### src/hdl/hkc_pkg.sv
`timescale 1ns / 1ps
// ----------------------------------------------------------------------------
// hkc_pkg
// Shared types, codes and default sizes for the hashed key counter table.
// ----------------------------------------------------------------------------
package hkc_pkg;

    // default table geometry
    localparam int HKC_BUCKETS  = 7;
    localparam int HKC_WAYS     = 4;
    localparam int HKC_KEY_BITS = 32;

    // fixed field widths
    localparam int CMD_W    = 2;
    localparam int KEY_W    = 32;
    localparam int COUNT_W  = 16;
    localparam int STATUS_W = 3;

    localparam logic [COUNT_W-1:0] COUNT_MAX = '1;

    // command codes
    localparam logic [CMD_W-1:0] CMD_INSERT = 2'd0;
    localparam logic [CMD_W-1:0] CMD_WATCH  = 2'd1;
    localparam logic [CMD_W-1:0] CMD_REMOVE = 2'd2;
    localparam logic [CMD_W-1:0] CMD_LOOKUP = 2'd3;

    // status codes
    localparam logic [STATUS_W-1:0] ST_ADDED    = 3'd0;
    localparam logic [STATUS_W-1:0] ST_DUP      = 3'd1;
    localparam logic [STATUS_W-1:0] ST_WATCHED  = 3'd2;
    localparam logic [STATUS_W-1:0] ST_REMOVED  = 3'd3;
    localparam logic [STATUS_W-1:0] ST_FOUND    = 3'd4;
    localparam logic [STATUS_W-1:0] ST_NOTFOUND = 3'd5;
    localparam logic [STATUS_W-1:0] ST_FULL     = 3'd6;

    // input beat
    typedef struct packed {
        logic [CMD_W-1:0]   command;
        logic [KEY_W-1:0]   key;
        logic [COUNT_W-1:0] initial_count;
    } in_item_t;

    // output beat
    typedef struct packed {
        logic [STATUS_W-1:0] status;
        logic [COUNT_W-1:0]  count;
    } out_item_t;

    // controller to datapath commands
    typedef struct packed {
        logic clear_wr;
        logic load_in;
        logic hash_step;
        logic base_load;
        logic check;
        logic apply;
    } ctl_t;

    // datapath to controller status
    typedef struct packed {
        logic clear_last;
        logic hash_last;
        logic way_last;
        logic match;
        logic out_busy;
    } sts_t;

endpackage

### src/hdl/hkc_ctrl.sv
`timescale 1ns / 1ps
// ----------------------------------------------------------------------------
// hkc_ctrl
// Sequencer for the table: clearing pass, key hashing, bucket scan, update.
// ----------------------------------------------------------------------------
module hkc_ctrl
(
    input  logic          clk,
    input  logic          rst_n,
    input  logic          cmd_valid,
    output logic          cmd_ready,
    output hkc_pkg::ctl_t ctl,
    input  hkc_pkg::sts_t sts
);
    import hkc_pkg::*;

    typedef enum logic [6:0] {
        S_CLEAR = 7'b0000001,
        S_IDLE  = 7'b0000010,
        S_HASH  = 7'b0000100,
        S_BASE  = 7'b0001000,
        S_READ  = 7'b0010000,
        S_CHECK = 7'b0100000,
        S_APPLY = 7'b1000000
    } state_t;

    state_t state_reg;
    state_t state_next;

    // state register
    always_ff @(posedge clk or negedge rst_n)
    begin
        if (!rst_n)
        begin
            state_reg <= S_CLEAR;
        end
        else
        begin
            state_reg <= state_next;
        end
    end

    // next state and commands
    always_comb
    begin
        state_next = state_reg;
        ctl        = '0;
        cmd_ready  = 1'b0;
        unique case (state_reg)
            S_CLEAR:
            begin
                ctl.clear_wr = 1'b1;
                if (sts.clear_last)
                begin
                    state_next = S_IDLE;
                end
            end
            S_IDLE:
            begin
                cmd_ready = 1'b1;
                if (cmd_valid)
                begin
                    ctl.load_in = 1'b1;
                    state_next  = S_HASH;
                end
            end
            S_HASH:
            begin
                ctl.hash_step = 1'b1;
                if (sts.hash_last)
                begin
                    state_next = S_BASE;
                end
            end
            S_BASE:
            begin
                ctl.base_load = 1'b1;
                state_next    = S_READ;
            end
            S_READ:
            begin
                state_next = S_CHECK;
            end
            S_CHECK:
            begin
                ctl.check = 1'b1;
                if (sts.match || sts.way_last)
                begin
                    state_next = S_APPLY;
                end
                else
                begin
                    state_next = S_READ;
                end
            end
            S_APPLY:
            begin
                if (!sts.out_busy)
                begin
                    ctl.apply  = 1'b1;
                    state_next = S_IDLE;
                end
            end
            default:
            begin
                state_next = S_CLEAR;
            end
        endcase
    end

endmodule

### src/hdl/hkc_datapath.sv
`timescale 1ns / 1ps
// ----------------------------------------------------------------------------
// hkc_datapath
// Entry memory, modulo hash unit, bucket scan registers and result register.
// ----------------------------------------------------------------------------
module hkc_datapath
#(
    parameter int BUCKETS  = hkc_pkg::HKC_BUCKETS,
    parameter int WAYS     = hkc_pkg::HKC_WAYS,
    parameter int KEY_BITS = hkc_pkg::HKC_KEY_BITS
)
(
    input  logic               clk,
    input  logic               rst_n,
    input  hkc_pkg::in_item_t  cmd,
    output logic               rsp_valid,
    input  logic               rsp_ready,
    output hkc_pkg::out_item_t rsp,
    input  hkc_pkg::ctl_t      ctl,
    output hkc_pkg::sts_t      sts
);
    import hkc_pkg::*;

    localparam int KW      = (KEY_BITS < KEY_W) ? KEY_BITS : KEY_W;
    localparam int HSTEPS  = (KW + 7) / 8;
    localparam int KPAD    = HSTEPS * 8;
    localparam int HCW     = (HSTEPS > 1) ? $clog2(HSTEPS) : 1;
    localparam int ENTRIES = BUCKETS * WAYS;
    localparam int AW      = (ENTRIES > 1) ? $clog2(ENTRIES) : 1;
    localparam int RW      = (BUCKETS > 1) ? $clog2(BUCKETS) : 1;
    localparam int WW      = (WAYS > 1) ? $clog2(WAYS) : 1;
    localparam int MW      = 1 + KW + COUNT_W;

    localparam logic [RW:0]   BUCKETS_T  = (RW + 1)'(BUCKETS);
    localparam logic [HCW-1:0] HLAST     = HCW'(HSTEPS - 1);
    localparam logic [WW-1:0]  WAY_LAST  = WW'(WAYS - 1);
    localparam logic [AW-1:0]  ENT_LAST  = AW'(ENTRIES - 1);

    // entry memory: {valid, key, count}
    logic [MW-1:0] mem [ENTRIES];
    logic [MW-1:0] rd_data_reg;
    logic [AW-1:0] rd_addr;
    logic [AW-1:0] wr_addr;
    logic [MW-1:0] wr_data;
    logic          wr_en;

    // latched command
    logic [CMD_W-1:0]   command_reg;
    logic [KW-1:0]      key_reg;
    logic [COUNT_W-1:0] init_reg;

    // hash unit
    logic [KPAD-1:0] key_sh_reg;
    logic [HCW-1:0]  hcnt_reg;
    logic [RW-1:0]   rem_reg;
    logic [RW-1:0]   rem_next;

    // scan state
    logic [AW-1:0]      clr_addr_reg;
    logic [AW-1:0]      base_reg;
    logic [WW-1:0]      way_reg;
    logic               hit_reg;
    logic [WW-1:0]      hit_way_reg;
    logic [COUNT_W-1:0] hit_cnt_reg;
    logic               free_reg;
    logic [WW-1:0]      free_way_reg;

    // read word fields
    logic               rd_valid;
    logic [KW-1:0]      rd_key;
    logic [COUNT_W-1:0] rd_cnt;
    logic               match;

    // result
    logic               rsp_valid_reg;
    out_item_t          rsp_reg;
    out_item_t          result;
    logic [COUNT_W-1:0] sat_cnt;
    logic               apply_wr;
    logic [MW-1:0]      apply_data;

    // eight restoring steps of key mod BUCKETS, one byte per cycle
    always_comb
    begin
        logic [RW:0]  t;
        logic [7:0]   digit;
        logic [RW-1:0] r;
        digit = key_sh_reg[KPAD-1 -: 8];
        r     = rem_reg;
        for (int i = 0; i < 8; i++)
        begin
            t = {r, digit[7-i]};
            if (t >= BUCKETS_T)
            begin
                t = t - BUCKETS_T;
            end
            r = t[RW-1:0];
        end
        rem_next = r;
    end

    // hash and command registers
    always_ff @(posedge clk or negedge rst_n)
    begin
        if (!rst_n)
        begin
            command_reg <= '0;
            hcnt_reg    <= '0;
            rem_reg     <= '0;
        end
        else if (ctl.load_in)
        begin
            command_reg <= cmd.command;
            hcnt_reg    <= '0;
            rem_reg     <= '0;
        end
        else if (ctl.hash_step)
        begin
            hcnt_reg <= hcnt_reg + HCW'(1);
            rem_reg  <= rem_next;
        end
    end

    always_ff @(posedge clk)
    begin
        if (ctl.load_in)
        begin
            key_reg     <= cmd.key[KW-1:0];
            init_reg    <= cmd.initial_count;
            key_sh_reg  <= KPAD'(cmd.key[KW-1:0]);
        end
        else if (ctl.hash_step)
        begin
            key_sh_reg <= key_sh_reg << 8;
        end
    end

    // clearing pass counter
    always_ff @(posedge clk or negedge rst_n)
    begin
        if (!rst_n)
        begin
            clr_addr_reg <= '0;
        end
        else if (ctl.clear_wr)
        begin
            clr_addr_reg <= clr_addr_reg + AW'(1);
        end
    end

    // read word decode
    assign rd_valid = rd_data_reg[MW-1];
    assign rd_key   = rd_data_reg[COUNT_W +: KW];
    assign rd_cnt   = rd_data_reg[COUNT_W-1:0];
    assign match    = rd_valid && (rd_key == key_reg);

    // bucket scan registers
    always_ff @(posedge clk or negedge rst_n)
    begin
        if (!rst_n)
        begin
            base_reg <= '0;
            way_reg  <= '0;
            hit_reg  <= 1'b0;
            free_reg <= 1'b0;
        end
        else if (ctl.base_load)
        begin
            base_reg <= AW'(rem_reg * WAYS);
            way_reg  <= '0;
            hit_reg  <= 1'b0;
            free_reg <= 1'b0;
        end
        else if (ctl.check)
        begin
            way_reg <= way_reg + WW'(1);
            if (match)
            begin
                hit_reg <= 1'b1;
            end
            else if (!rd_valid && !free_reg)
            begin
                free_reg <= 1'b1;
            end
        end
    end

    always_ff @(posedge clk)
    begin
        if (ctl.check)
        begin
            if (match)
            begin
                hit_way_reg <= way_reg;
                hit_cnt_reg <= rd_cnt;
            end
            if (!rd_valid && !free_reg)
            begin
                free_way_reg <= way_reg;
            end
        end
    end

    // result and write-back
    assign sat_cnt = (hit_cnt_reg == COUNT_MAX) ? hit_cnt_reg : hit_cnt_reg + COUNT_W'(1);

    always_comb
    begin
        result     = '0;
        apply_wr   = 1'b0;
        apply_data = {1'b1, key_reg, init_reg};
        unique case (command_reg)
            CMD_INSERT:
            begin
                if (hit_reg)
                begin
                    result.status = ST_DUP;
                    result.count  = hit_cnt_reg;
                end
                else if (free_reg)
                begin
                    result.status = ST_ADDED;
                    result.count  = init_reg;
                    apply_wr      = 1'b1;
                end
                else
                begin
                    result.status = ST_FULL;
                end
            end
            CMD_WATCH:
            begin
                if (hit_reg)
                begin
                    result.status = ST_WATCHED;
                    result.count  = sat_cnt;
                    apply_wr      = 1'b1;
                    apply_data    = {1'b1, key_reg, sat_cnt};
                end
                else
                begin
                    result.status = ST_NOTFOUND;
                end
            end
            CMD_REMOVE:
            begin
                if (hit_reg)
                begin
                    result.status = ST_REMOVED;
                    apply_wr      = 1'b1;
                    apply_data    = {1'b0, key_reg, hit_cnt_reg};
                end
                else
                begin
                    result.status = ST_NOTFOUND;
                end
            end
            CMD_LOOKUP:
            begin
                if (hit_reg)
                begin
                    result.status = ST_FOUND;
                    result.count  = hit_cnt_reg;
                end
                else
                begin
                    result.status = ST_NOTFOUND;
                end
            end
        endcase
    end

    // memory port selection
    assign rd_addr = base_reg + AW'(way_reg);
    assign wr_en   = ctl.clear_wr || (ctl.apply && apply_wr);
    assign wr_addr = ctl.clear_wr ? clr_addr_reg
                                  : base_reg + AW'(hit_reg ? hit_way_reg : free_way_reg);
    assign wr_data = ctl.clear_wr ? '0 : apply_data;

    // entry memory, registered read
    always_ff @(posedge clk)
    begin
        if (wr_en)
        begin
            mem[wr_addr] <= wr_data;
        end
        rd_data_reg <= mem[rd_addr];
    end

    // output register
    always_ff @(posedge clk or negedge rst_n)
    begin
        if (!rst_n)
        begin
            rsp_valid_reg <= 1'b0;
        end
        else if (ctl.apply)
        begin
            rsp_valid_reg <= 1'b1;
        end
        else if (rsp_ready)
        begin
            rsp_valid_reg <= 1'b0;
        end
    end

    always_ff @(posedge clk)
    begin
        if (ctl.apply)
        begin
            rsp_reg <= result;
        end
    end

    assign rsp_valid = rsp_valid_reg;
    assign rsp       = rsp_reg;

    // status to controller
    assign sts.clear_last = (clr_addr_reg == ENT_LAST);
    assign sts.hash_last  = (hcnt_reg == HLAST);
    assign sts.way_last   = (way_reg == WAY_LAST);
    assign sts.match      = match;
    assign sts.out_busy   = rsp_valid_reg && !rsp_ready;

    // checks
    a_rem_bound: assert property (@(posedge clk) disable iff (!rst_n)
        ctl.base_load |-> (rem_reg < BUCKETS))
        else $error("hash remainder out of range");

    a_way_bound: assert property (@(posedge clk) disable iff (!rst_n)
        ctl.check |-> (way_reg <= WAY_LAST))
        else $error("scan ran past the last way");

    a_no_overwrite: assert property (@(posedge clk) disable iff (!rst_n)
        ctl.apply |-> !(rsp_valid_reg && !rsp_ready))
        else $error("result loaded over a stalled beat");

    a_rsp_source: assert property (@(posedge clk) disable iff (!rst_n)
        $rose(rsp_valid_reg) |-> $past(ctl.apply))
        else $error("result raised without an update");

endmodule

### src/hdl/hashed_key_counter_table.sv
`timescale 1ns / 1ps
// ----------------------------------------------------------------------------
// hashed_key_counter_table
// Bucketed key/count table hashed by key modulo the bucket count.
// ----------------------------------------------------------------------------
// Usage:
// - cmd channel (cmd_valid/cmd_ready/cmd) carries insert, watch, remove or
//   look up with a key and an initial count; rsp channel returns one beat
//   with status and count for every command, in order.
// - One command is worked at a time. The modulo unit folds in one key byte
//   per cycle over the ceil(KW/8) bytes of the key, KW = min(KEY_BITS, 32);
//   then the ways of the bucket are read in turn (scan stops at a hit, else
//   reads all WAYS), each way with a memory read state and a compare state
//   on the single read port. The result is loaded into the output register
//   in the update state. cmd_ready rises together with rsp_valid.
// - After reset a clearing pass zeroes all BUCKETS*WAYS entries of the entry
//   memory; cmd_ready stays low until it is done.
// - If the receiver stalls, the result waits in the output register and the
//   next command is still accepted and worked; it waits only before loading
//   its own result.
// ----------------------------------------------------------------------------
module hashed_key_counter_table
#(
    parameter int BUCKETS  = hkc_pkg::HKC_BUCKETS,
    parameter int WAYS     = hkc_pkg::HKC_WAYS,
    parameter int KEY_BITS = hkc_pkg::HKC_KEY_BITS
)
(
    input  logic               clk,
    input  logic               rst_n,
    input  logic               cmd_valid,
    output logic               cmd_ready,
    input  hkc_pkg::in_item_t  cmd,
    output logic               rsp_valid,
    input  logic               rsp_ready,
    output hkc_pkg::out_item_t rsp
);
    import hkc_pkg::*;

    ctl_t ctl;
    sts_t sts;

    // sequencer
    hkc_ctrl u_ctrl
    (
        .clk       (clk),
        .rst_n     (rst_n),
        .cmd_valid (cmd_valid),
        .cmd_ready (cmd_ready),
        .ctl       (ctl),
        .sts       (sts)
    );

    // table storage and arithmetic
    hkc_datapath
    #(
        .BUCKETS  (BUCKETS),
        .WAYS     (WAYS),
        .KEY_BITS (KEY_BITS)
    )
    u_datapath
    (
        .clk       (clk),
        .rst_n     (rst_n),
        .cmd       (cmd),
        .rsp_valid (rsp_valid),
        .rsp_ready (rsp_ready),
        .rsp       (rsp),
        .ctl       (ctl),
        .sts       (sts)
    );

endmodule
### config.mk
export PLATFORM = sky130hd
export DESIGN_NAME = hashed_key_counter_table
export DESIGN_NICKNAME = d
export VERILOG_FILES = /design/src/hdl/hkc_pkg.sv /design/src/hdl/hkc_ctrl.sv /design/src/hdl/hkc_datapath.sv /design/src/hdl/hashed_key_counter_table.sv
export SDC_FILE = /design/constraint.sdc
export NUM_CORES = 2
export LEC_CHECK = 0
export ABC_AREA = 1
export BUFFER_PORTS_ARGS = -buffer_cell sky130_fd_sc_hd__buf_4
export CAP_MARGIN = 20
export CORE_MARGIN = 3
export CORE_UTILIZATION = 55
export CTS_CLUSTER_SIZE = 40
export DETAILED_ROUTE_END_ITERATION = 6
export GPL_ROUTABILITY_DRIVEN = 1
export PLACE_DENSITY_LB_ADDON = 0.05
export SETUP_SLACK_MARGIN = 0.15
export SLEW_MARGIN = 0
export SYNTH_ARGS = -nofsm -noshare
export SYNTH_HDL_FRONTEND = slang
export SYNTH_SLANG_ARGS = --single-unit
### constraint.sdc
create_clock -name clk -period 5.05 [get_ports clk]
set_clock_uncertainty 0.2 [all_clocks]
set_input_delay 0.505 -clock clk [delete_from_list [all_inputs] [get_ports clk]]
set_output_delay 0.505 -clock clk [all_outputs]
set_load 0.01 [all_outputs]
# Word-level counts from Yosys, hierarchy flattened
# Memories as Yosys holds them, arrays and structs flattened. A register that Yosys moved wholly into a read port is not among the register bits.
# Cells that the tools add are included.
# totals
regBits,146
ram_bits,1372
input_bits,54
output_inout_bits,21
wordCells,145
memories,1
# mem_list
memory,words,word_bits,rd,rd_ports_with_merged_regs,write_ports,line_no,rtl
u_datapath.mem,28,49,1,1,1,hkc_datapath.sv:40,logic [MW-1:0] mem [ENTRIES];
# op_classes
add_sub_neg,14
magnitude_cmp,8
n_eq_ne,20
mux,63
reduce_logical,21
# op_table
cell,count
49-bit two-way mux,2
49-bit one-hot mux with 2 select lines,1
16-bit two-way mux,5
32-bit two-way mux,2
7-bit one-hot mux with 7 select lines,1
16-bit one-hot mux with 3 select lines,1
3-bit two-way mux,13
7-bit two-way mux,5
32-bit == test,1
"4-bit by 3-bit >= comparator with 1-bit output, second input constant",8
1-bit two-way mux,24
"3-bit subtractor, second input constant",8
19-bit two-way mux,1
"16-bit by 1-bit adder with 16-bit output, second input constant",1
"16-bit == test, second input constant",1
3-bit one-hot mux with 4 select lines,1
2-bit two-way mux,5
"2-bit inequality test, second input constant",5
2-bit nonzero test,5
"2-bit == test, second input constant",4
"7-bit by 1-bit == test with 1-bit output, second input constant",1
"7-bit by 2-bit == test with 1-bit output, second input constant",1
"7-bit by 3-bit == test with 1-bit output, second input constant",1
"7-bit by 4-bit == test with 1-bit output, second input constant",1
other kinds (19),28

# Depth between registers and ports, before layout
# logic_depth
ltp_word,18
depth_mapped,48
ltp_nobuf,48

# By module
# From an unflattened synthesis, not the netlist that was laid out.
# unflattened
hier_cells,4731
hier_area_um2,62005.7
# modules_own_cells
module,instances,cells_each,area_per_inst_um2,seq_area_each_um2
hkc_datapath,1,4662,61551.5,46254.4
hkc_ctrl,1,69,454.2,176.4

# Worst setup path before layout
# Ideal clock, no wire load.
# synth_timing
path_kind,reg-to-reg
start,reg u_datapath.rem_reg[0]
end,reg u_datapath.rem_reg[0]
setup_time_ns,0.117
t_arrival_ns,4.715
required_ns,4.733
setup_slack_ns,0.017
path_stages_with_launch,49
path_buffers,0
period_less_slack_ns,5.033
path_cell_list,dfrtp_1 ha_1 nand2_2 nand2_4 nand2_1 nand2_1 inv_1 ha_1 nand3_4 nand2_2 nand2_1 nand2_1 inv_1 ha_1 nand3_4 nand2_2 nand2_1 nand2_1 (+13 left out) ha_1 nand3_4 nand2_4 nand2_1 nand2_1 inv_1 ha_1 nand3_4 nand2_4 nand2_1 nand2_1 inv_1 ha_1 nand3_2 nand2_2 nand2_1 nand3_1 nand2_1
# synth_via
elab_chain_len,18
word_cells_on_any_way,25
cone_classes,add/sub: 7; order compare: 8; mux: 10
# synth_lines
item,line_no,rtl
from (decl),hkc_datapath.sv:55,logic [RW-1:0] rem_reg;
from (signal assigned),hkc_datapath.sv:120,rem_reg <= rem_next;
4-bit by 3-bit >= comparator with 1-bit output / 3-bit subtractor (equally long branches),"hkc_datapath.sv:93, hkc_datapath.sv:95",
3-bit two-way mux *,hkc_datapath.sv:93,if (t >= BUCKETS_T)
4-bit by 3-bit >= comparator with 1-bit output / 3-bit subtractor (equally long branches),"hkc_datapath.sv:93, hkc_datapath.sv:95",
3-bit two-way mux *,hkc_datapath.sv:93,
4-bit by 3-bit >= comparator with 1-bit output / 3-bit subtractor (equally long branches),"hkc_datapath.sv:93, hkc_datapath.sv:95",
3-bit two-way mux *,hkc_datapath.sv:93,
4-bit by 3-bit >= comparator with 1-bit output / 3-bit subtractor (equally long branches),"hkc_datapath.sv:93, hkc_datapath.sv:95",
3-bit two-way mux *,hkc_datapath.sv:93,
(+2 left out),--,
4-bit by 3-bit >= comparator with 1-bit output / 3-bit subtractor (equally long branches),"hkc_datapath.sv:93, hkc_datapath.sv:95",
3-bit two-way mux *,hkc_datapath.sv:93,
4-bit by 3-bit >= comparator with 1-bit output / 3-bit subtractor (equally long branches),"hkc_datapath.sv:93, hkc_datapath.sv:95",
3-bit two-way mux *,hkc_datapath.sv:93,
4-bit by 3-bit >= comparator with 1-bit output *,hkc_datapath.sv:93,
3-bit two-way mux *,hkc_datapath.sv:93,
3-bit two-way mux *,hkc_datapath.sv:117,else if (ctl.hash_step)
3-bit two-way mux *,hkc_datapath.sv:111,else if (ctl.load_in)
# Mark *: on every way between the ends. The rest lies on a longest branch, timed or not. The select of a mux whose other input is x is not followed.
# A chain may end at the register's enable or synchronous reset.

# Worst setup path after layout
# layout_timing
start,reg u_datapath.key_sh_reg[31]
end,reg u_datapath.rem_reg[1]
# layout_via
elab_chain_len,18
word_cells_on_any_way,26
cone_classes,add/sub: 8; order compare: 8; mux: 10
# layout_lines
item,line_no,rtl
from (decl),hkc_datapath.sv:53,logic [KPAD-1:0] key_sh_reg;
from (signal assigned),hkc_datapath.sv:130,key_sh_reg <= KPAD'(cmd.key[KW-1:0]);
from (signal assigned),hkc_datapath.sv:134,key_sh_reg <= key_sh_reg << 8;
4-bit by 3-bit >= comparator with 1-bit output / 3-bit subtractor (equally long branches),"hkc_datapath.sv:93, hkc_datapath.sv:95",
3-bit two-way mux *,hkc_datapath.sv:93,
4-bit by 3-bit >= comparator with 1-bit output / 3-bit subtractor (equally long branches),"hkc_datapath.sv:93, hkc_datapath.sv:95",
3-bit two-way mux *,hkc_datapath.sv:93,
4-bit by 3-bit >= comparator with 1-bit output / 3-bit subtractor (equally long branches),"hkc_datapath.sv:93, hkc_datapath.sv:95",
3-bit two-way mux *,hkc_datapath.sv:93,
4-bit by 3-bit >= comparator with 1-bit output / 3-bit subtractor (equally long branches),"hkc_datapath.sv:93, hkc_datapath.sv:95",
3-bit two-way mux *,hkc_datapath.sv:93,
(+2 left out),--,
4-bit by 3-bit >= comparator with 1-bit output / 3-bit subtractor (equally long branches),"hkc_datapath.sv:93, hkc_datapath.sv:95",
3-bit two-way mux *,hkc_datapath.sv:93,
4-bit by 3-bit >= comparator with 1-bit output / 3-bit subtractor (equally long branches),"hkc_datapath.sv:93, hkc_datapath.sv:95",
3-bit two-way mux *,hkc_datapath.sv:93,
4-bit by 3-bit >= comparator with 1-bit output / 3-bit subtractor (equally long branches),"hkc_datapath.sv:93, hkc_datapath.sv:95",
3-bit two-way mux *,hkc_datapath.sv:93,
3-bit two-way mux *,hkc_datapath.sv:117,
3-bit two-way mux *,hkc_datapath.sv:111,
# Marks and branches as above.

==> metrics.md <==
| Metric | Value |
|---|---|
| Result of the run | finished, final reports clean |
| Clk pin slew, worst setup/hold paths | 60 ps |
| Final core occ | 64.2% |
| Post-layout min period | 4590 ps |
| Number of clock sinks | 1567 |
| Most numerous cell on the critical path | nand2_2 |
| Internal Pwr Total | ~0.026 W |
| Biggest area consumer among synthesized cells | edfxtp_1 |
| Post-synth EDFFs | 1491 |
| Clk network pwr share | 30.8% |
| Unrepaired setup endpoints after global routing | no |
| CTS HTree Levels | 4 |
| R2R depth | 48 |
| Most used flip-flop cell after synthesis | edfxtp_1 |
| 1st-iter DRT viols | roughly 4.9k |
| Portion of the post-synthesis area used by sequential elements | 74.9% |
| Launching element type of the critical path | flip-flop |
| Growth of design area from synthesis to finish | 15.3% |
| Synthesis warning total | 0 |
| Top cells by instance count after synthesis | edfxtp_1 (1491), nor2_1 (798), o21ai_0 (769) |
| Area of the core | 111000 µm² |
| Fraction of layout cells with a size suffix above 1 | 12.6% |
| Netlist area before placement | 62000 µm² |
| DRT Wirelength | approximately 180000 µm |
| Classification of the worst setup path | flip-flop to flip-flop |
| Data required time at the worst endpoint | 5480 ps |
| Minimum setup slack among reg-to-reg paths | between 400 and 500 ps |
| Die Y-Extent | 342 µm |
| Worst Max-Slew Pin Slew | 1100 ps |
| Yosys reg bits | about 1.6k |
| Detailed-router iteration count before antenna repair | 5 |
| Via count of the first global-routing pass | 38.6k |
| Number of antenna violations at the first check in global routing | 1 |
| Number of nets with antenna violations after detailed routing | 0 |
| Largest driver fanout on the critical path | 4 |
| Maximum number of pins on one net before global-route repair | approximately 170 |
| Synthesized netlist net count | 4831 |
| Overall routing resource usage | 29.8% |
| Inserted Clock Buffers | 159 |
| Most frequently used cell type in the post-synthesis netlist | edfxtp_1 |
| Overall overflow remaining after global route | 0 |
| Overall power | about 0.038 W |
| Number of DRC violations after detailed routing | 0 |
| Hold Path Depth | 0 |
| IO Pins | 75 |
| Via count | 40.7k |
| Final Wtd Congestion | ~0.88 |
| Cell type of the slowest stage on the worst timing path | edfxtp_1 |
| Classification of the worst-slack hold path | flip-flop to flip-flop |
| Cells after Synth | 4760 |
| Leakage power total | 24.4 nW |
| Crit. Startpoint | u_datapath.key_sh_reg[31] |
| Ratio of total power to cell area | 526 nW/µm² |
| Net switching power figure | 0.0112 W |
| Max rail drop VDD | roughly 0.34 mV |
| Clk Latency, worst-skew pair | 770 ps |
| Root cell of the clock tree | clkbuf_16 |
| Async set-reset flop share out of synthesis | 1.72% |
| Worst EP arrival | 5020 ps |
| Count of endpoints failing hold in the final timing report | 0 |
| Die footprint | around 120000 µm² |
| Launch point of the worst hold path | u_datapath.rd_data_reg[11] |
| CP Capture Type | flip-flop |
| Slew HR | 26.4% |
| Fillers | 8251 |
| Power share of the combinational group | 21.0% |
| Launching point of the worst reg2reg path | u_datapath.key_sh_reg[31] |
| Max-cap violations | 0 |
| Nets@finish | 5000 |
| Std-Cell Rows | about 120 |
| Average size of a mapped cell | 13.0 µm² |
| DR WL/cell | 26.7 µm |
| Synth cell types | 44 |
| Share of the cycle needed by the critical path after routing | 90.8% |
| Longest individual stage delay on the worst path | 390 ps |
| Final setup violation count | 0 |
| Detailed placer's ending HPWL | 95400 µm |
| Input/output buffers | 74 |
| Count of final max-slew check failures | 0 |
| Clock tree from TritonCTS | built |
| Hold EP | u_datapath.hit_cnt_reg[11] |
| Clock Tree Buf Depth | 3 |
| Reg-to-reg endpoint | u_datapath.rem_reg[1] |
| Placed Cells incl. Taps | ~6.2k |
| Switching fraction of total power | 29.9% |
| Relative contribution of sequential cells to total power | 48.2% |
| Maximum clock frequency | 218 MHz |
| Post-route non-filler standard cell count | 6552 |
| Starting utilization of the core area | 55.7% |
| Number of flip-flops under the largest register name | 1372 |
| Cell types occupying the most area after synthesis | edfxtp_1 (72%), o21ai_0 (6.2%), nor2_1 (4.8%) |
| Die outline width | 342 µm |
| Post-synth top area share | 72.2% |
| Detailed-route vias per instance | 6.22 |
| Wire length of the first global-routing pass | ~260000 µm |
==> layout make-up <==
type                    instances  area, µm²  share of cell area [%]
flip-flops and latches       1567      46400                    65.0
well taps                    1488       1860                    2.60
clock buffers                 210       4390                    6.14
clock inverters                84        756                    1.06
repair buffers                329       3090                    4.32
multi-input cells            2715      14300                    20.0
inverters                     157        612                   0.856
diodes                          2       5.00                 0.00700
==> layer usage <==
metal  up-vias  wire length, µm  track usage (%)
met3       280            15300             5.32
met5         -                0                0
met2      1897            82600             46.8
li1      18100                -                -
met1     20400            72100             42.6
met4         0             5150             9.54
==> critical path, delay by kind of cell, from the launching register on <==
family / cells / cell delay [ps]
flip-flops: 1 / 390
buffers and inverters: 7 / 370
adder cells (fa/ha/maj): 8 / 1250
AND/OR/NAND/NOR: 33 / 2240
==> kinds of logic after synthesis <==
group | count (synthesis) | synth area share (%)
buffers and inverters | 478 | 2.90
flip-flops | 1567 | 74.9
XOR/XNOR | 15 | 0.212
AND/OR/NAND/NOR | 1355 | 8.95
adder cells (fa/ha/maj) | 17 | 0.343
AO/OA/AOI/OAI | 1328 | 12.7
==> placed cells by master (no fill, tap or decap), types with 11 or more instances in the layout <==
master,n
nand2_4,12
nand2_1,368
clkbuf_16,165
xor2_1,11
clkinv_1,29
nor2_1,760
dfxtp_1,49
buf_12,35
o221ai_1,193
a221o_1,19
edfxtp_1,1491
a21oi_1,86
nor2_4,29
o22ai_1,127
nand4_1,12
buf_4,235
dfrtp_1,21
clkbuf_1,36
dlygate4sd3_1,54
a32o_1,15
inv_1,144
o21ai_0,769
a31oi_1,70
nand3_1,103
nand2_2,15
clkinv_2,27
==> through the flow <==
stage,hold WS [ps],area (µm²),worst slack (ps),TNS [ps]
floorplan,9.41,62000,38.7,0
global placement,186,65500,139,0
detailed placement,189,65500,-52.2,-99.0
CTS,203,71300,152,0
global route,221,71500,70.9,0
finish,203,71500,465,0
==> power groups by stage <==
stage          clock [W]  combinational [W]  sequential (W)
3_5_place_dp           0            0.00753          0.0184
6_report          0.0116            0.00791          0.0181
4_1_cts           0.0117            0.00766          0.0181
5_1_grt           0.0122            0.00857          0.0182
3_3_place_gp           0            0.00743          0.0184
2_1_floorplan          0            0.00391          0.0183
==> what timing repair did <==
action                     4_1_cts  5_1_grt
setup endpoints to repair        3        3
hold buffers                    55        0
setup buffers                    2       12
gates resized for setup          9       21
pin swaps                        2       13
hold endpoints to repair       112        0
==> worst max-delay path by stage <==
stage | end | cells past startpoint
2_1_floorplan | u_datapath.mem[11][0] | 9
3_3_place_gp | u_datapath.rem_reg[1] | 46
3_5_place_dp | u_datapath.rem_reg[1] | 46
4_1_cts | u_datapath.rem_reg[1] | 48
5_1_grt | u_datapath.rem_reg[1] | 48
6_report | u_datapath.rem_reg[1] | 48
(Power assumes the default switching activity.)
